**config.mk**
```make
export PLATFORM = sky130hd
export DESIGN_NAME = adshr_div_cell
export DESIGN_NICKNAME = d
export VERILOG_FILES = /design/src/rtl/adshr_pkg.sv /design/src/rtl/adshr_div_cell.sv
export SDC_FILE = /design/constraint.sdc
export NUM_CORES = 1
export LEC_CHECK = 0
export BUFFER_PORTS_ARGS = -buffer_cell sky130_fd_sc_hd__buf_4
export CORE_MARGIN = 2
export CORE_UTILIZATION = 48
export DETAILED_ROUTE_END_ITERATION = 8
export PLACE_DENSITY = 0.81
export SLEW_MARGIN = 5
export SYNTH_ARGS = -nofsm -noshare
export SYNTH_HDL_FRONTEND = slang
export SYNTH_SLANG_ARGS = --single-unit
export TNS_END_PERCENT = 30
```
**constraint.sdc**
```tcl
create_clock -name i_clk -period 5.93 [get_ports i_clk]
set_input_delay 1.186 -clock i_clk [delete_from_list [all_inputs] [get_ports i_clk]]
set_output_delay 1.186 -clock i_clk [all_outputs]
set_load 0.02 [all_outputs]
```
**src/rtl/adshr_pkg.sv**
```systemverilog
// ---------------------------------------------------------------------------
// adshr_pkg
// Shared types, register codes and constants of the envelope evaluator.
// ---------------------------------------------------------------------------
package adshr_pkg;

    localparam int TIME_W  = 32;              // Q16.16 time and durations
    localparam int LEVEL_W = 24;              // signed Q8.16 levels
    localparam int PHASE_W = 3;
    localparam int FRAC_W  = 16;
    localparam int QUO_W   = FRAC_W + 1;      // alpha runs from 0 to 65536 in a sloped phase
    localparam int REM_W   = TIME_W + 1;
    localparam int DIFF_W  = LEVEL_W + 1;
    localparam int PROD_W  = DIFF_W + QUO_W + 1;
    localparam int SUM2_W  = TIME_W + 1;
    localparam int SUM4_W  = TIME_W + 2;
    localparam int IDX_W   = 3;

    typedef enum logic [IDX_W-1:0] {
        CFG_BASE_LEVEL    = 3'd0,
        CFG_PEAK_LEVEL    = 3'd1,
        CFG_ATTACK_TIME   = 3'd2,
        CFG_DECAY_TIME    = 3'd3,
        CFG_SUSTAIN_LEVEL = 3'd4,
        CFG_HOLD_TIME     = 3'd5,
        CFG_RELEASE_TIME  = 3'd6
    } t_cfg_idx;

    localparam logic [PHASE_W-1:0] PH_OUTSIDE = 3'd0;
    localparam logic [PHASE_W-1:0] PH_ATTACK  = 3'd1;
    localparam logic [PHASE_W-1:0] PH_DECAY   = 3'd2;
    localparam logic [PHASE_W-1:0] PH_HOLD    = 3'd3;
    localparam logic [PHASE_W-1:0] PH_RELEASE = 3'd4;

    localparam logic [LEVEL_W-1:0] RST_BASE_LEVEL    = 24'd0;
    localparam logic [LEVEL_W-1:0] RST_PEAK_LEVEL    = 24'd65536;
    localparam logic [TIME_W-1:0]  RST_ATTACK_TIME   = 32'd65536;
    localparam logic [TIME_W-1:0]  RST_DECAY_TIME    = 32'd0;
    localparam logic [LEVEL_W-1:0] RST_SUSTAIN_LEVEL = 24'd65536;
    localparam logic [TIME_W-1:0]  RST_HOLD_TIME     = 32'd65536;
    localparam logic [TIME_W-1:0]  RST_RELEASE_TIME  = 32'd65536;

    // Programmed values plus the running phase end times.
    typedef struct packed {
        logic [LEVEL_W-1:0] base_level;
        logic [LEVEL_W-1:0] peak_level;
        logic [LEVEL_W-1:0] sustain_level;
        logic [TIME_W-1:0]  attack_time;
        logic [TIME_W-1:0]  decay_time;
        logic [TIME_W-1:0]  release_time;
        logic [SUM2_W-1:0]  end_decay;
        logic [SUM4_W-1:0]  end_hold;
        logic [SUM4_W-1:0]  total;
    } t_cfg;

    // What one division cell hands to its neighbor.
    typedef struct packed {
        logic [REM_W-1:0]   rem;
        logic [TIME_W-1:0]  len;
        logic [QUO_W-1:0]   quo;
        logic [LEVEL_W-1:0] a;
        logic [LEVEL_W-1:0] b;
        logic [PHASE_W-1:0] phase;
    } t_cell;

endpackage

```
**src/rtl/adshr_div_cell.sv**
```systemverilog
// ---------------------------------------------------------------------------
// adshr_div_cell
// One restoring division step: decides one bit of alpha and passes the
// partial remainder on to the next cell.
// ---------------------------------------------------------------------------
module adshr_div_cell (
    input  logic                i_clk,
    input  logic                i_rst_n,
    input  logic                i_valid,
    output logic                o_ready,
    input  adshr_pkg::t_cell    i_data,
    output logic                o_valid,
    input  logic                i_ready,
    output adshr_pkg::t_cell    o_data
);

    logic                              r_valid;
    adshr_pkg::t_cell                  r_data;
    adshr_pkg::t_cell                  n_data;
    logic                              w_ge;
    logic [adshr_pkg::REM_W-1:0]       w_diff;

    assign o_ready = !r_valid || i_ready;

    always_comb begin
        w_ge   = i_data.rem >= {1'b0, i_data.len};
        w_diff = w_ge ? (i_data.rem - {1'b0, i_data.len}) : i_data.rem;
        n_data = i_data;
        // The remainder is below len here, so it fits in TIME_W bits.
        n_data.rem = {w_diff[adshr_pkg::TIME_W-1:0], 1'b0};
        n_data.quo = {i_data.quo[adshr_pkg::QUO_W-2:0], w_ge};
    end

    always_ff @(posedge i_clk) begin
        if (!i_rst_n) begin
            r_valid <= 1'b0;
        end else if (o_ready) begin
            r_valid <= i_valid;
        end
    end

    always_ff @(posedge i_clk) begin
        if (o_ready && i_valid) begin
            r_data <= n_data;
        end
    end

    assign o_valid = r_valid;
    assign o_data  = r_data;

endmodule

```
=== Word level (Yosys, flattened, before mapping) ===
Cells that the tools add are included.

* Register bits after elaboration: 133
* Bits in latches: 0
* Memory bits (writable): 0
* Bits in read-only memories: 0
* Input bits: 137
* Output and inout port bits: 135
* Logic and storage cells: 13
* Memories: 0

* $add $sub $neg: 1
* Multipliers: 0
* Div/mod/pow operators: 0
* Magnitude comparators: 1
* Eq/ne operators: 0
* Shifts and indexed selects: 0
* Mux-type cells: 1
* Bitwise gates (word level): 0
* Reduce and logical (&&, ||, !) cells: 3

{| class="wikitable"
|+ Operators with widths
! cell !! count
|-
| greater-or-equal comparator 33 x 32 -> 1 bit || 1
|-
| two-way mux 32 bit || 1
|-
| subtractor 32 bit || 1
|-
| logical AND 1 bit || 1
|-
| logical NOT 1 bit || 1
|-
| logical OR 1 bit || 1
|}

=== Logic depth before layout (Yosys ltp) ===
* Depth after elaboration: 3
* Mapped depth: 13
* Mapped depth without buffers: 12

=== Worst setup path before layout ===
Ideal clock, no wire load.

* Path kind: input port to flip-flop
* Start: input port i_ready
* End: register r_data (netlist bit o_data[0]), enable pin
* Setup time: 506 ps
* Arrival time: 4512 ps
* Required time: 5424 ps
* Setup slack: 911 ps
* Stages: 2
* Path buffers: 0
* Path through: nand2b_1 and2_1

* Word-level cells in the longest chain between the ends: 2

{| class="wikitable"
|+ Ends and longest elaborated chain
! element !! RTL line !! RTL
|-
| from (decl) || adshr_div_cell.sv:13 || <nowiki>input logic i_ready,</nowiki>
|-
| logical OR 1 bit || adshr_div_cell.sv:23 || <nowiki>assign o_ready = !r_valid || i_ready;</nowiki>
|-
| logical AND 1 bit || adshr_div_cell.sv:43 || <nowiki>if (o_ready && i_valid) begin</nowiki>
|-
| to (signal assigned) || adshr_div_cell.sv:44 || <nowiki>r_data <= n_data;</nowiki>
|-
| to (decl) || adshr_div_cell.sv:18 || <nowiki>adshr_pkg::t_cell r_data;</nowiki>
|}

Every way passes these cells.
A chain may end at the register's enable or synchronous reset.

=== Final worst setup path ===
* Start: input port i_data[75] (netlist bit)
* End: register r_data (netlist bit o_data[125]), data pin

* Word-level cells in the longest chain between the ends: 2
* Elaborated cells on any way between the ends: 3
* Classes of those cells: add/sub: 1; order compare: 1; mux: 1

{| class="wikitable"
|+ Ends and longest elaborated chain
! element !! RTL line !! RTL
|-
| from (decl) || adshr_div_cell.sv:11 || <nowiki>input adshr_pkg::t_cell i_data,</nowiki>
|-
| subtractor 32 bit or greater-or-equal comparator 33 x 32 -> 1 bit (tied branches) || adshr_div_cell.sv:27, adshr_div_cell.sv:26 ||
|-
| two-way mux 32 bit (*) || adshr_div_cell.sv:27 || <nowiki>w_diff = w_ge ? (i_data.rem - {1'b0, i_data.len}) : i_data.rem;</nowiki>
|-
| net w_diff, one bit || adshr_div_cell.sv:21 || <nowiki>logic [adshr_pkg::REM_W-1:0] w_diff;</nowiki>
|}

Mark *: on every way through the listed nets, which the timed path passes. The rest lies on a longest branch.

==> out/results.ini <==
[clock_network]
cts_tree=yes
clockBufferDepth=2
holdBufCountCts=0
cts_buffers=17
post_cts_resized=0
clk_pin_slew_worst_paths_ns=0.06
cts_setup_buffers=0
clock_latency_ns=0.42
h-tree-depth=4
cts_sinks=133
cts_root_buf=clkbuf_16

[die]
die_area_um2=13900
die_y_um=118
start_util=0.492
std_cell_rows=41
die_width_um=118
core-area_um2=12600
ios=272

[pwr]
cellPowerDensity_nw_per_um2=309
pwr-share-comb=0.205
pwr-share-seq=0.415
clockPowerShare=0.380
sw_frac_of_total=0.266
ir_worst_vdd_uv=155
p_int_uw=2040
p_leak_uw=0.00394
power.switching_uw=736

[logic_synthesis]
ys_seq_area_frac=0.642
post_synth_num_cell_types=50
avgSynthCellArea_um2=12.9
synth-async-reset-ratio=0
synthCells=480
ys_warn_count=0
synth-seq-cells=133
synth-main-ff-cell=edfxtp_1
synthesis.area_um2=6210
syn_nets=650
synth-edff-count=132

[setup_path]
path_max_fanout=19
crit_slowest_cell=o31ai_4
startpoint_type=input pin
cp_cell_sequence=buf_4, inv_1, ha_1, nand4_1, or4_1, a21oi_1, nor3_1, a211oi_2, o21ai_2, o31ai_4, buf_4, buf_4, nand4_1, o21ai_0
cpPeakStageDelay_ns=0.78
arrival_ns=4.69
crit_required_ns=6.18
crit_path_frequent_cell=buf_4
critPathTopFamily=compound AO/OA/AOI/OAI gates
cp.buffers_inverters=4
crit_type=input pin to flop
cp-end-kind=flop

[finish]
drive_above_1_share=0.407
area_growth_pct=44.7
diodes=0
fin_nets=926

[timing]
skew_ns=0.00480
max_freq_mhz=225
fin_crit_sh=0.748
relSlewSlack=0.245
hold_viol=0
rsz0062_at_grt=false
setup_viol=0
worst_pin_slew_ns=1.13
slew_viol_final=0
setup-tns-final_ns=0
finalCriticalPeriod_ns=4.44
fin_hold_ws_ns=0.622

[drt]
dr.pass1.iters=5
avgViaCountPerCell=5.31
postRouteAntennaNets=0
vias=4994
wire_per_inst_um=19.7
drt_iter0_drc=446
route.detailed.drc=0
totalWireLength_mm=18.6

[global_route]
grt_usage=0.266
grt_overflow=0
grt_first_pass_wirelength_mm=27.8
grt_max_degree=88
grt_pass1_vias=4997
antenna_found_initial=0

[place]
dpl.hpwl_mm=13.5
gp_congestion=0.917
io_buffers=269

[outcome]
outcome=complete, no violations

[hold_path]
hp-class=flop to flop

[job]
drv_cap=0

==> layer usage <==
metal,routed length (µm),share of wire,global-route usage,up-vias
met3,1430,0.077,0.105,34
met2,9770,0.53,0.470,211
li1,-,-,-,2334
met4,607,0.033,0.120,0
met1,6770,0.36,0.278,2415
met5,0,0,0,-
==> through the flow <==
stage | cells | instance area (µm²) | utilization | worst slack, ns | total power, µW
final | 941 | 8980 | 0.712 | 1.49 | 2770
after global routing | 941 | 8980 | 0.712 | 1.23 | 2870
after CTS | 941 | 8980 | 0.712 | 1.45 | 2780
after detailed placement | 909 | 8390 | 0.665 | 1.06 | 1730
after global placement | 909 | 8390 | 0.665 | 1.12 | 1710
after floorplan | 480 | 6210 | - | 0.911 | 1490
==> worst paths after layout <==
path	from	slack [ns]	cells after the start	to
worst max-delay path	i_data[75]	1.49	14	o_data[125]
worst min-delay path	o_valid	0.62	2	o_valid
worst max register to register	o_valid	3.49	3	o_data[57]
worst min register to register	o_valid	0.62	2	o_valid
==> cells by family after synthesis <==
family                   synth area share
AND/OR/NAND/NOR                    0.0732
XOR/XNOR                           0.0381
other                            0.000604
multiplexers                       0.0214
buffers and inverters              0.0365
adder cells (fa/ha/maj)            0.0677
AO/OA/AOI/OAI                       0.121
flip-flops                          0.642
==> sequential cells by signal, summed over array words and instances (netlist names) <==
name     flops
o_data     132
o_valid      1
==> power groups by stage <==
stage                     combinational, µW  sequential [µW]  clock, µW
after floorplan                         228             1260          0
after global placement                  544             1170          0
after detailed placement                558             1170          0
after CTS                               567             1150       1060
after global routing                    608             1160       1100
final                                   568             1150       1050
==> cell usage after synthesis, drive strengths merged (2+ instances only) <==
library cell  instances  area (µm²)
nor2                 37         139
mux2i                 2        20.0
o21ai                16        83.8
buf                   8        50.1
o41ai                 2        17.5
o31ai                 2        28.8
a211o                 2        17.5
inv                  39         146
and2                  3        18.8
xnor2                15         131
nand2b                5        31.3
clkbuf                8        30.0
xor2                 12         105
nand3                 8        40.0
a21oi                55         275
nor4                  4        25.0
a31oi                 2        12.5
nand4                 7        43.8
o22ai                 2        12.5
ha                   32         400
mux2                 10         113
a211oi                4        35.0
a21o                 13        97.6
nor2b                 2        12.5
edfxtp              132        3960
o21a                  6        45.0
o21bai                3        22.5
nor3                  2        10.0
nand2                28         105
o211ai                4        30.0
==> worst reg2reg max path: stages (launching register included) <==
cell and delay [ns]:
dfxtp_1 0.33, nand2b_1 0.13, and2_4 0.90, buf_4 0.70
==> area by class of cell <==
| cell class | count | area [µm²] |
|---|---|---|
| fillers | 878 | 3630 |
| flip-flops and latches | 133 | 3980 |
| repair buffers | 273 | 2050 |
| well taps | 172 | 215 |
| clock buffers | 19 | 433 |
| clock inverters | 13 | 158 |
| multi-input cells | 292 | 2000 |
| inverters | 39 | 146 |
==> cells in the final DEF, fill, tap and decap left out, drive strengths merged, types with 3 or more instances in the layout <==
master	count
ha	32
xor2	12
clkbuf	19
mux2	10
edfxtp	132
nor2	37
nand3	8
nand2b	5
a21o	13
o211ai	4
nor4	4
o21a	6
inv	40
o21bai	3
a21oi	55
xnor2	15
and2	3
nand4	7
o21ai	16
a211oi	4
bufinv	3
nand2	28
buf	273
clkinv	7
Note: power is estimated with default switching activity, not from simulation.
