--- config.mk ---
export PLATFORM = sky130hd
export DESIGN_NAME = adshr_cfg
export DESIGN_NICKNAME = d
export VERILOG_FILES = /design/src/rtl/adshr_pkg.sv /design/src/rtl/adshr_cfg.sv
export SDC_FILE = /design/constraint.sdc
export NUM_CORES = 1
export LEC_CHECK = 0
export ABC_AREA = 1
export BUFFER_PORTS_ARGS = -buffer_cell sky130_fd_sc_hd__buf_2
export CORE_MARGIN = 5
export CORE_UTILIZATION = 50
export DETAILED_ROUTE_END_ITERATION = 10
export GPL_ROUTABILITY_DRIVEN = 0
export PLACE_DENSITY = 0.74
export SLEW_MARGIN = 0
export SYNTH_ARGS = -nofsm -noshare
export SYNTH_HDL_FRONTEND = slang
export SYNTH_SLANG_ARGS = --single-unit
--- constraint.sdc ---
create_clock -name i_clk -period 4.7 [get_ports i_clk]
set_input_delay 0.235 -clock i_clk [delete_from_list [all_inputs] [get_ports i_clk]]
set_output_delay 0.235 -clock i_clk [all_outputs]
set_load 0.005 [all_outputs]
--- src/rtl/adshr_pkg.sv ---
// ---------------------------------------------------------------------------
// adshr_pkg
// Shared types, register codes and constants of the envelope evaluator.
// ---------------------------------------------------------------------------
package adshr_pkg;

    localparam int TIME_W  = 32;              // Q16.16 time and durations
    localparam int LEVEL_W = 24;              // signed Q8.16 levels
    localparam int PHASE_W = 3;
    localparam int FRAC_W  = 16;
    localparam int QUO_W   = FRAC_W + 1;      // alpha runs from 0 to 65536 in a sloped phase
    localparam int REM_W   = TIME_W + 1;
    localparam int DIFF_W  = LEVEL_W + 1;
    localparam int PROD_W  = DIFF_W + QUO_W + 1;
    localparam int SUM2_W  = TIME_W + 1;
    localparam int SUM4_W  = TIME_W + 2;
    localparam int IDX_W   = 3;

    typedef enum logic [IDX_W-1:0] {
        CFG_BASE_LEVEL    = 3'd0,
        CFG_PEAK_LEVEL    = 3'd1,
        CFG_ATTACK_TIME   = 3'd2,
        CFG_DECAY_TIME    = 3'd3,
        CFG_SUSTAIN_LEVEL = 3'd4,
        CFG_HOLD_TIME     = 3'd5,
        CFG_RELEASE_TIME  = 3'd6
    } t_cfg_idx;

    localparam logic [PHASE_W-1:0] PH_OUTSIDE = 3'd0;
    localparam logic [PHASE_W-1:0] PH_ATTACK  = 3'd1;
    localparam logic [PHASE_W-1:0] PH_DECAY   = 3'd2;
    localparam logic [PHASE_W-1:0] PH_HOLD    = 3'd3;
    localparam logic [PHASE_W-1:0] PH_RELEASE = 3'd4;

    localparam logic [LEVEL_W-1:0] RST_BASE_LEVEL    = 24'd0;
    localparam logic [LEVEL_W-1:0] RST_PEAK_LEVEL    = 24'd65536;
    localparam logic [TIME_W-1:0]  RST_ATTACK_TIME   = 32'd65536;
    localparam logic [TIME_W-1:0]  RST_DECAY_TIME    = 32'd0;
    localparam logic [LEVEL_W-1:0] RST_SUSTAIN_LEVEL = 24'd65536;
    localparam logic [TIME_W-1:0]  RST_HOLD_TIME     = 32'd65536;
    localparam logic [TIME_W-1:0]  RST_RELEASE_TIME  = 32'd65536;

    // Programmed values plus the running phase end times.
    typedef struct packed {
        logic [LEVEL_W-1:0] base_level;
        logic [LEVEL_W-1:0] peak_level;
        logic [LEVEL_W-1:0] sustain_level;
        logic [TIME_W-1:0]  attack_time;
        logic [TIME_W-1:0]  decay_time;
        logic [TIME_W-1:0]  release_time;
        logic [SUM2_W-1:0]  end_decay;
        logic [SUM4_W-1:0]  end_hold;
        logic [SUM4_W-1:0]  total;
    } t_cfg;

    // What one division cell hands to its neighbor.
    typedef struct packed {
        logic [REM_W-1:0]   rem;
        logic [TIME_W-1:0]  len;
        logic [QUO_W-1:0]   quo;
        logic [LEVEL_W-1:0] a;
        logic [LEVEL_W-1:0] b;
        logic [PHASE_W-1:0] phase;
    } t_cell;

endpackage

--- src/rtl/adshr_cfg.sv ---
// ---------------------------------------------------------------------------
// adshr_cfg
// Envelope registers and the cumulative phase end times derived from them.
// ---------------------------------------------------------------------------
module adshr_cfg (
    input  logic                             i_clk,
    input  logic                             i_rst_n,
    input  logic                             i_wr_en,
    input  logic [adshr_pkg::IDX_W-1:0]      i_wr_index,
    input  logic [adshr_pkg::TIME_W-1:0]     i_wr_data,
    output adshr_pkg::t_cfg                  o_cfg
);

    logic [adshr_pkg::LEVEL_W-1:0] r_base_level;
    logic [adshr_pkg::LEVEL_W-1:0] r_peak_level;
    logic [adshr_pkg::LEVEL_W-1:0] r_sustain_level;
    logic [adshr_pkg::TIME_W-1:0]  r_attack_time;
    logic [adshr_pkg::TIME_W-1:0]  r_decay_time;
    logic [adshr_pkg::TIME_W-1:0]  r_hold_time;
    logic [adshr_pkg::TIME_W-1:0]  r_release_time;
    logic [adshr_pkg::SUM2_W-1:0]  r_end_decay;
    logic [adshr_pkg::SUM4_W-1:0]  r_end_hold;
    logic [adshr_pkg::SUM4_W-1:0]  r_total;

    always_ff @(posedge i_clk) begin
        if (!i_rst_n) begin
            r_base_level    <= adshr_pkg::RST_BASE_LEVEL;
            r_peak_level    <= adshr_pkg::RST_PEAK_LEVEL;
            r_sustain_level <= adshr_pkg::RST_SUSTAIN_LEVEL;
            r_attack_time   <= adshr_pkg::RST_ATTACK_TIME;
            r_decay_time    <= adshr_pkg::RST_DECAY_TIME;
            r_hold_time     <= adshr_pkg::RST_HOLD_TIME;
            r_release_time  <= adshr_pkg::RST_RELEASE_TIME;
        end else if (i_wr_en) begin
            case (adshr_pkg::t_cfg_idx'(i_wr_index))
                adshr_pkg::CFG_BASE_LEVEL: begin
                    r_base_level <= i_wr_data[adshr_pkg::LEVEL_W-1:0];
                end
                adshr_pkg::CFG_PEAK_LEVEL: begin
                    r_peak_level <= i_wr_data[adshr_pkg::LEVEL_W-1:0];
                end
                adshr_pkg::CFG_ATTACK_TIME: begin
                    r_attack_time <= i_wr_data;
                end
                adshr_pkg::CFG_DECAY_TIME: begin
                    r_decay_time <= i_wr_data;
                end
                adshr_pkg::CFG_SUSTAIN_LEVEL: begin
                    r_sustain_level <= i_wr_data[adshr_pkg::LEVEL_W-1:0];
                end
                adshr_pkg::CFG_HOLD_TIME: begin
                    r_hold_time <= i_wr_data;
                end
                adshr_pkg::CFG_RELEASE_TIME: begin
                    r_release_time <= i_wr_data;
                end
                default: begin
                end
            endcase
        end
    end

    // The end times are registered sums of the registers above, so they change
    // after those do. A beat likewise passes the input register before it is compared.
    always_ff @(posedge i_clk) begin
        r_end_decay <= {1'b0, r_attack_time} + {1'b0, r_decay_time};
        r_end_hold  <= {2'b0, r_attack_time} + {2'b0, r_decay_time}
                     + {2'b0, r_hold_time};
        r_total     <= {2'b0, r_attack_time} + {2'b0, r_decay_time}
                     + {2'b0, r_hold_time} + {2'b0, r_release_time};
    end

    always_comb begin
        o_cfg.base_level    = r_base_level;
        o_cfg.peak_level    = r_peak_level;
        o_cfg.sustain_level = r_sustain_level;
        o_cfg.attack_time   = r_attack_time;
        o_cfg.decay_time    = r_decay_time;
        o_cfg.release_time  = r_release_time;
        o_cfg.end_decay     = r_end_decay;
        o_cfg.end_hold      = r_end_hold;
        o_cfg.total         = r_total;
    end

endmodule

## Word-level counts from Yosys, hierarchy flattened

Cells that the tools add are included.

| word-level totals | value |
|---|---|
| bits of input ports | 38 |
| register bits | 301 |

| cells by class | value |
|---|---|
| reduce and logical (&&, ||, !) cells | 8 |
| add/sub/neg operators | 4 |
| eq/ne operators | 6 |

Operator list:

| kind | count |
|---|---|
| $add 32x32->33 | 2 |
| $add 33x32->34 | 1 |
| $add 34x32->34 | 1 |
| $reduce_and 2->1 | 7 |
| $eq 3x3->1 const B | 3 |
| $eq 3x2->1 const B | 2 |
| $eq 3x1->1 const B | 1 |
| $logic_not 3->1 | 1 |

## Longest topological paths before layout

Gate-level depths: netlist (run 1).

| depth | value |
|---|---|
| depth after elaboration | 3 |
| depth in mapped cells | 26 |

## Worst setup path before layout (run 1)

Ideal clock, no wire load.

| path | value |
|---|---|
| path kind | flip-flop to flip-flop |
| start point | register r_decay_time[1] (netlist name) |
| end point | register r_total[33] (netlist name) |
| arrival | 3.515 ns |
| library setup time | 0.112 ns |
| clock period less this slack | 3.627 ns |
| path slack | 1.073 ns |
| path buffers | 0 |
| cell stages (with the launch flop) | 25 |
| path through | dfxtp_1 -> fa_1 -> ha_1 -> inv_1 -> fa_1 -> o21ai_2 -> nand2_2 -> nand2_2 -> a21boi_2 -> inv_2 -> nand2_1 -> nand2_2 -> nand2_1 -> nand3_1 -> nand2_1 -> ha_1 -> nand2_1 -> nor2_1 -> inv_1 -> nor3_1 -> nand2_1 -> nand3_1 -> nand3_2 -> nand3_1 -> nand2_1 |

| between the ends | value |
|---|---|
| longest elaborated chain between the ends | 3 |

Ends and longest elaborated chain:

| item | line | source |
|---|---|---|
| start: declaration | adshr_cfg.sv:18 | `logic [adshr_pkg::TIME_W-1:0] r_decay_time;` |
| start signal: assignment | adshr_cfg.sv:31 | `r_decay_time <= adshr_pkg::RST_DECAY_TIME;` |
| start signal: assignment | adshr_cfg.sv:46 | `r_decay_time <= i_wr_data;` |
| $add 32x32->33 | adshr_cfg.sv:69 | `r_total <= {2'b0, r_attack_time} + {2'b0, r_decay_time}` |
| $add 33x32->34 | adshr_cfg.sv:70 | `+ {2'b0, r_hold_time} + {2'b0, r_release_time};` |
| $add 34x32->34 | adshr_cfg.sv:70 |  |
| end signal: assignment | adshr_cfg.sv:69 |  |
| end: declaration | adshr_cfg.sv:23 | `logic [adshr_pkg::SUM4_W-1:0] r_total;` |

No other way between the ends.
A chain may end at the register's enable or synchronous reset.

## Worst setup path after layout (run 1)

| path | value |
|---|---|
| start point | register r_decay_time[1] (netlist name) |
| end point | register r_total[22] (netlist name) |

The elaborated chain is that of the path after synthesis.

==> results by group, run 1 <==
Status
  • Status: completed

Route
  • DRT antenna net count: 0
  • # DRC: 0
  • Vias per cell: 5.438
  • 1st-iter DRT viols: 1209
  • Final wirelength: 48770 um
  • Wirelength per Cell: 18.02 um
  • Via count: 14.72k
  • DRT Pass-1 Iters: 9

STA
  • Slew Limit Fails: 0
  • RSZ-0062 raised after global routing: no
  • Final hold violations: 0
  • Clock skew after layout: 0.01574 ns
  • Worst setup margin: 0.5050 ns
  • Fmax achieved: 0.2384 GHz
  • Clock period minus final worst setup slack: 4.195 ns
  • Final setup vio count: 0
  • Worst-Margin Slew: 1.201 ns
  • Tcrit/Tclk final: 89.26%
  • Setup TNS: 0 ns
  • Slew HR: 19.82%

Placement
  • Post-DP HPWL: 37100 um
  • Worst slack, placed: 0.5855 ns
  • I/O Buffers: 306
  • Post-DP Area: 17010 sq um

Global routing
  • Tot GR Track Use: 27.69%
  • Pin count of the biggest net entering global routing: 130
  • Initial antenna violation count: 0
  • Vias in the first global route: 14.33k
  • Global-route wire length before repair: 76280 um
  • Gr ovfl total: 0

Power
  • Int Power: 4.460 mW
  • Clk pwr share: 41.1%
  • Sw power: 1.627 mW
  • Worst IR drop on VDD: 0.2635 mV
  • Comb power frac: 12.8%
  • Power Dens Cells: 336.2 nW/um^2
  • Switching Share: 26.74%
  • Overall Power: 6.087 mW
  • Pleak: 9.586 nW
  • Sequential power share: 46.1%

Synthesis
  • Sequential area share after synthesis: 39.80%
  • Count of state elements after synthesis: 301
  • Avg Inst Size Synth: 7.579 sq um
  • Yosys cell types: 39
  • Dominant cell type by area after synthesis: dfxtp_1
  • Top FF cell, synth: dfxtp_1
  • Synth area leaders: dfxtp_1 (40%), nor2_1 (11%), ha_1 (7.8%)
  • Post-synth EDFFs: 0
  • Syn Nets: 2166
  • Yosys Warn Count: 0
  • Top cells by count, synth: nor2_1 (439), dfxtp_1 (301), nand2_1 (263)
  • Synth Cell Area: 15140 sq um
  • Cell with the most instances after synthesis: nor2_1
  • Async SR Flop Fraction: 0%
  • Mapped Cells: 1998
  • Yosys top cell area share: 39.80%

Finish
  • Area grow syn2layout: 19.58%
  • Ratio of cells with drive above 1 in the final layout: 17.91%
  • Fin nets: 2461
  • Fin util: 60.77%
  • Fin area: 18110 sq um
  • Ant diodes: 0

Floorplanning
  • Initial Util: 50.82%
  • Core Region: 29800 sq um
  • Die Span Y: 184.0 um
  • I/O pin count: 307
  • Chip Width: 184.0 um
  • Die area: 33870 sq um
  • Rows: 63

Critical path
  • CP Data Required Time: 5.16 ns
  • Setup crit start: r_decay_time[1]
  • Critical path class: register to register
  • Crit start category: register
  • WP data arrival: 4.66 ns
  • Worst r2r src: r_decay_time[1]
  • Worst setup EP type: register
  • Critical Path Fanout Max: 5

CTS
  • Maximum root-to-sink buffer count: 3
  • Root Buffer Master: clkbuf_16
  • Clock latency on the worst-skew pair: 0.57 ns
  • Clock transition at path regs: 0.06 ns
  • H-tree levels: 1
  • Resized Gates After CTS: 0
  • Total clock buffers created by CTS: 31
  • CTS tree: yes
  • CTS sink cnt: 301

Min path
  • Hold Path Class: input port to register
  • Hold path startpoint: i_wr_data[24]

Run
  • Max-cap violations: 0
-- power groups by stage --
stage / logic (mW) / registers, mW / clock network [mW]
final: 0.777 / 2.81 / 2.50
after global routing: 0.862 / 2.82 / 2.66
after CTS: 0.772 / 2.81 / 2.54
after detailed placement: 0.762 / 2.86 / 0
after global placement: 0.752 / 2.86 / 0
after floorplan: 0.398 / 2.86 / 0
-- kinds of logic (layout without fill, tap and decap cells) --
group	after synthesis	count (layout)	synth area share, %
compound gates	435	435	15.48
xor+xnor	78	78	4.512
fa+ha+maj	130	130	12.48
buf+inv	232	551	5.751
flops	301	301	39.80
simple gates	822	822	21.98
-- sequential cells by signal, indices dropped and copies added, names as in the netlist --
| signal | count |
|---|---|
| r_attack_time | 32 |
| r_base_level | 24 |
| r_decay_time | 32 |
| r_end_decay | 33 |
| r_end_hold | 34 |
| r_hold_time | 32 |
| r_peak_level | 24 |
| r_release_time | 32 |
| r_sustain_level | 24 |
| r_total | 34 |
-- path summary, 6_finish.rpt --
path | to | cells after the start | slack, ns
min reg2reg | r_hold_time[16] | 2 | 0.49
min | r_hold_time[24] | 3 | 0.02
max reg2reg | r_total[22] | 22 | 0.50
max | r_total[22] | 22 | 0.50
-- per-layer routing --
layer / track usage (%) / vias up / part of all wire, %
li1: - / 7091 / -
met1: 37.80 / 6784 / 42
met2: 43.35 / 735 / 43
met3: 6.173 / 112 / 10
met4: 9.967 / 0 / 3.8
met5: 0 / - / 0
-- stage by stage --
stage	std cells	hold slack (ns)
floorplan	1998	0.3611
CTS	2707	0.0007730
detailed placement	2644	0.4698
global route	2707	0.01514
global placement	2644	0.4556
finish	2707	0.02052
-- placed cells by master, fill, tap and decap left out, types with 3 or more instances in the layout --
cell type,count
nor2_1,438
buf_2,305
dfxtp_1,301
nand2_1,263
o21ai_0,230
inv_1,164
a21oi_1,135
ha_1,95
nand3_1,65
xor2_1,56
fa_1,35
clkbuf_16,31
xnor2_1,22
a21o_1,17
nand2_2,14
nor3_1,13
o21bai_1,11
inv_2,10
o21ai_1,10
nand4_1,10
buf_4,9
a21oi_2,7
nand3_2,6
o21a_1,6
clkinv_2,6
clkbuf_1,6
dlygate4sd3_1,6
o21ai_2,4
a31oi_1,4
clkbuf_8,4
clkinv_4,4
a21boi_1,3
and2_1,3
o211ai_1,3
bufinv_16,3
-- critical path, cell delays in order (launching register included) --
cell and delay (ns):
dfxtp_1 0.38, fa_1 0.56, ha_1 0.17, inv_1 0.07, fa_1 0.41, o21ai_2 0.24, nand2_2 0.08, nand2_2 0.13
a21boi_2 0.09, inv_2 0.06, nand2_1 0.05, nand2_2 0.11, nand2_1 0.08, nand3_1 0.08, nand2_1 0.07, ha_1 0.34
nand2_1 0.12, nor2_1 0.14, inv_1 0.07, nor2_1 0.24, o21ai_1 0.16, nand3_1 0.16, xor2_1 0.27
-- cell type report --
cell class | count | area (sq um)
Tap cell | 390 | 488.0
Sequential cell | 301 | 6026
Inverter | 174 | 653.1
Clock inverter | 16 | 178.9
Clock buffer | 41 | 853.3
Timing Repair Buffer | 320 | 1654
Multi-Input combinational cell | 1465 | 8253
Fill cell | 2685 | 11690
-- repair_timing --
item,in CTS,in global routing
setup buffers,0,0
hold buffers,6,0
endpoints found under the hold margin,18,0
Note: power is estimated with default switching activity, not from simulation.
==> run 2, diff against run 1 <==
Settings changed: RECOVER_POWER set to 100.
==> run 2 against run 1 <==
  * The flow now finishes with violations (capacitance limit, slew limit)
  * Cell count did not move
  * Combinational power fell by 3.0%
  * Sequential share of layout area rose by 0.60 points
  * Design area fell by 1.8%
  * Critical path type unchanged
  * Die area did not move
  * Sequential power barely moved
  * Routed wire length fell by 0.13%
  * First-iteration DRC count rose by 2.6%
  * Total power fell by 0.31%
==> results by group, run 2 (synthesis gave the netlist of run 1 again) <==
Status
  • Status: complete, but fails checks
  • Failing checks: capacitance limit, slew limit

Global routing
  • Tot GR Track Use: 27.69%
  • Global-route wire length before repair: 76280 um
  • Pin count of the biggest net entering global routing: 130
  • Vias in the first global route: 14.33k
  • Initial antenna violation count: 0
  • Gr ovfl total: 0

Power
  • Comb power frac: 12.4%
  • Overall Power: 6.068 mW
  • Sequential power share: 46.3%
  • Power Dens Cells: 341.2 nW/um^2
  • Pleak: 8.789 nW
  • Clk pwr share: 41.3%
  • Sw power: 1.631 mW
  • Int Power: 4.438 mW
  • Worst IR drop on VDD: 0.2647 mV
  • Switching Share: 26.87%

STA
  • Worst-Margin Slew: 2.469 ns
  • RSZ-0062 raised after global routing: no
  • Final hold violations: 0
  • Setup TNS: 0 ns
  • Clock skew after layout: 0.01558 ns
  • Tcrit/Tclk final: 91.16%
  • Clock period minus final worst setup slack: 4.285 ns
  • Final setup vio count: 0
  • Slew Limit Fails: 237
  • Slew HR: -64.59%
  • Fmax achieved: 0.2334 GHz

Floorplanning
  • Core Region: 29800 sq um
  • Rows: 63
  • Die area: 33870 sq um
  • Die Span Y: 184.0 um
  • Chip Width: 184.0 um
  • I/O pin count: 307
  • Initial Util: 50.82%

Critical path
  • Reg-to-reg setup timing slack: 0.42 ns
  • Slowest cell on crit path: fa_1
  • Largest delay share family, worst path: adder cells
  • Setup crit start: r_decay_time[1]
  • Worst r2r src: r_decay_time[1]
  • Critical Path, Cell by Cell: fa_1, ha_1, inv_1, fa_1, o21ai_2, nand2_2, nand2_1, a21boi_2, inv_2, nand2_1, nand2_2, nand2_1, nand3_1, nand2_1, ha_1, nand2_1, nor2_1, inv_1, nor2_1, o21ai_1, nand3_1, xor2_1
  • Critical path buffers and inverters: 3
  • Critical Path Fanout Max: 5
  • CP Data Required Time: 5.16 ns
  • Crit start category: register
  • WP data arrival: 4.74 ns
  • Crit path top cell by count: nand2_1
  • Critical path class: register to register
  • Worst setup EP type: register
  • CP max stage delay: 0.56 ns

CTS
  • CTS sink cnt: 301
  • # hold bufs at CTS: 6
  • Root Buffer Master: clkbuf_16
  • Clock latency on the worst-skew pair: 0.57 ns
  • Clock transition at path regs: 0.06 ns
  • CTS tree: yes
  • Maximum root-to-sink buffer count: 3
  • Resized Gates After CTS: 0
  • Post-CTS Setup Inserts: 0
  • H-tree levels: 1
  • Total clock buffers created by CTS: 31

Route
  • DRT antenna net count: 0
  • # DRC: 0
  • 1st-iter DRT viols: 1241
  • Via count: 14.71k
  • Wirelength per Cell: 17.99 um
  • DRT Pass-1 Iters: 5
  • Vias per cell: 5.434
  • Final wirelength: 48710 um

Finish
  • Area grow syn2layout: 17.46%
  • Ratio of cells with drive above 1 in the final layout: 8.848%
  • Largest registers: r_end_hold (34), r_total (34), r_end_decay (33)
  • Ant diodes: 0
  • Fin nets: 2461
  • Commonest non-fill, non-tap cells in the layout: nor2_1 (438), dfxtp_1 (301), nand2_1 (269)
  • Fin util: 59.69%
  • Most common cell after layout, fill and taps aside: nor2_1

Placement
  • I/O Buffers: 306
  • Post-DP HPWL: 37100 um

Min path
  • Hold path startpoint: i_wr_data[24]
  • Hold Path Class: input port to register

Run
  • Max-cap violations: 3
[run 2: routing by layer]
layer,up-vias,part of all wire (%),global-route usage (%)
li1,7096,-,-
met3,129,10,6.173
met5,-,0,0
met2,728,43,43.35
met1,6757,43,37.80
met4,0,3.7,9.967
[run 2: worst min-delay path, delay by kind of cell]
kind	cells	cell delay [ns]
simple gates	2	0.16
buf+inv	1	0.15
[run 2: final timing paths]
path,to,depth (start not counted)
worst min register to register,r_hold_time[16],2
worst min-delay path,r_attack_time[24],3
worst max register to register,r_total[22],22
worst max-delay path,r_total[22],22
[run 2: through the flow]
step / instance area [sq um] / setup WS, ns / hold WS (ns) / std cells
after floorplan: 15140 / 1.073 / 0.3611 / 1998
after global placement: 17010 / 0.7077 / 0.4556 / 2644
after detailed placement: 17010 / 0.5855 / 0.4698 / 2644
after CTS: 18110 / 0.5555 / 0.0007730 / 2707
after global routing: 17790 / 0.1032 / 0.01514 / 2707
final: 17790 / 0.4153 / 0.03091 / 2707
[run 2: layout make-up]
type,count,area [sq um]
fillers,2802,12010
clock buffers,41,853.3
multi-input cells,1465,8174
inverters,174,653.1
clock inverters,16,178.9
repair buffers,320,1413
flip-flops and latches,301,6026
well taps,390,488.0
[run 2: power groups by stage]
stage | Combinational [mW] | Clock (mW) | Sequential [mW]
5_1_grt | 0.837 | 2.66 | 2.83
6_report | 0.754 | 2.50 | 2.81
3_5_place_dp | 0.762 | 0 | 2.86
3_3_place_gp | 0.752 | 0 | 2.86
4_1_cts | 0.772 | 2.54 | 2.81
2_1_floorplan | 0.398 | 0 | 2.86
==> run 3, diff against run 2 <==
==> constraint.sdc (replaced) <==
create_clock -name i_clk -period 4.7 [get_ports i_clk]
set_input_delay 0.47 -clock i_clk [delete_from_list [all_inputs] [get_ports i_clk]]
set_output_delay 0.47 -clock i_clk [all_outputs]
set_load 0.005 [all_outputs]
==> run 3 against run 2 <==
  * The run still ends with capacitance limit, slew limit left
  * Global-route usage increased by 0.19 points
  * Register-to-register slack got worse by 0.05 ns
  * Clock power increased by 6%
  * Worst setup slack got worse by 0.052 ns
  * Highest routed layer unchanged
  * Design area about the same
  * Sequential power about the same
  * Flip-flop and latch count unchanged
  * Routed wire length increased by 0.15%
  * Clock skew increased by 0.0057 ns
  * Largest power group unchanged
==> results by group, run 3 (synthesis gave the netlist of run 1 again) <==
Route
  • DRT antenna net count: 0
  • DRT Pass-1 Iters: 5
  • 1st-iter DRT viols: 1338
  • Vias per cell: 5.494
  • # DRC: 0
  • Wirelength per Cell: 18.03 um
  • Final wirelength: 48780 um
  • Via count: 14.86k

Power
  • Power Dens Cells: 348.4 nW/um^2
  • Pleak: 8.833 nW
  • Overall Power: 6.202 mW
  • Worst IR drop on VDD: 0.2629 mV

Global routing
  • GRT busiest layer: met2
  • M1 GR Usage: 38.28%
  • Initial antenna violation count: 0
  • Global-route wire length before repair: 76680 um
  • Pin count of the biggest net entering global routing: 73
  • Met2 usage: 42.88%
  • Tot GR Track Use: 27.89%
  • Gr ovfl total: 0
  • Vias in the first global route: 14.41k
  • GR Util met3: 6.767%

Critical path
  • WP data arrival: 4.74 ns
  • CP Data Required Time: 5.11 ns
  • Crit start category: register
  • Critical Path Fanout Max: 5
  • Critical path class: register to register
  • Worst setup EP type: register

STA
  • Final setup vio count: 0
  • Clock skew after layout: 0.02126 ns
  • Tcrit/Tclk final: 92.26%
  • Setup TNS: 0 ns
  • Slew Limit Fails: 267
  • Final hold violations: 0
  • Worst-Margin Slew: 2.573 ns
  • Clock period minus final worst setup slack: 4.336 ns
  • Fmax achieved: 0.2306 GHz
  • RSZ-0062 raised after global routing: no
  • Slew HR: -71.53%

Finish
  • Ant diodes: 0
  • Fin util: 59.73%
  • Largest registers: r_end_hold (34), r_total (34), r_end_decay (33)
  • Storage cell area: 6026 sq um
  • Commonest non-fill, non-tap cells in the layout: nor2_1 (438), dfxtp_1 (301), nand2_1 (269)
  • Ratio of cells with drive above 1 in the final layout: 9.071%
  • Most common cell after layout, fill and taps aside: nor2_1
  • Area of the multi-input gates: 8169 sq um
  • Layout fillers: 2768
  • Area grow syn2layout: 17.54%
  • Fin nets: 2459

CTS
  • H-tree levels: 2
  • Root Buffer Master: clkbuf_16
  • Maximum root-to-sink buffer count: 3
  • Clock latency on the worst-skew pair: 0.52 ns
  • Resized Gates After CTS: 0
  • CTS sink cnt: 301
  • # hold bufs at CTS: 0
  • Clock transition at path regs: 0.06 ns
  • Post-CTS Setup Inserts: 0
  • Total clock buffers created by CTS: 34
  • CTS tree: yes

Status
  • Status: complete, but fails checks
  • Failing checks: capacitance limit, slew limit

Min path
  • Hold Path Class: input port to register

Run
  • Max-cap violations: 5

Placement
  • I/O Buffers: 306
  • Post-DP HPWL: 37160 um

Floorplanning
  • Die area: 33870 sq um
  • I/O pin count: 307
  • Initial Util: 50.82%
  • Chip Width: 184.0 um
  • Die Span Y: 184.0 um
  • Core Region: 29800 sq um
  • Rows: 63
-- run 3: cell count changes in the layout (fill, tap and decap cells not counted), moves of 2 or more --
cell,change
buf_2,+7
dlygate4sd3_1,-6
clkbuf_1,-4
clkinv_4,-4
buf_4,-3
clkbuf_16,+3
clkinv_2,+3
inv_2,-2
-- run 3: metal layers --
| metal | part of all wire, % | wire length [um] |
|---|---|---|
| met1 | 43 | 20760 |
| met2 | 43 | 20970 |
| met3 | 10 | 4954 |
| met4 | 4.3 | 2106 |
| met5 | 0 | 0 |
-- run 3: final timing paths --
check / end / startpoint / slack, ns / depth (start not counted)
max: r_total[22] / r_decay_time[1] / 0.36 / 22
min: r_attack_time[28] / i_wr_data[28] / 0.24 / 3
max reg2reg: r_total[22] / r_decay_time[1] / 0.36 / 22
min reg2reg: r_sustain_level[16] / r_sustain_level[16] / 0.47 / 2
-- run 3: cell type report --
cell class                      instances  area share, %
Multi-Input combinational cell       1465          45.90
Clock inverter                         17          1.033
Sequential cell                       301          33.86
Timing Repair Buffer                  315          7.606
Clock buffer                           43          5.195
Inverter                              174          3.670
Tap cell                              390          2.742
-- run 3: worst max-delay path, stage by stage, from the launching register on --
cell and delay, ns:
dfxtp_1 0.39, fa_1 0.57, ha_1 0.18, inv_1 0.06, fa_1 0.42, o21ai_2 0.24
nand2_2 0.07, nand2_2 0.14, a21boi_2 0.09, clkinv_1 0.07, nand2_1 0.05, nand2_1 0.15
nand2_1 0.09, nand3_1 0.07, nand2_1 0.07, ha_1 0.34, nand2_1 0.12, nor2_1 0.14
inv_1 0.07, nor2_1 0.25, o21ai_0 0.21, nand3_1 0.17, xor2_1 0.25
-- run 3: through the flow --
step	hold slack, ns	area (sq um)	cells	setup slack (ns)
6_report	0.2429	17800	2705	0.3636
5_1_grt	0.2501	17800	2705	0.09273
4_1_cts	0.2293	18130	2705	0.5346
3_5_place_dp	0.4474	17020	2645	0.5662
3_3_place_gp	0.4549	17020	2645	0.7228
2_1_floorplan	0.4488	15140	1998	1.073
-- run 3: power by group --
| group | total [mW] | switching (mW) | internal [mW] |
|---|---|---|---|
| registers | 2.81 | 0.0921 | 2.72 |
| logic | 0.751 | 0.479 | 0.272 |
| clock network | 2.64 | 1.07 | 1.57 |
| total | 6.20 | 1.64 | 4.56 |
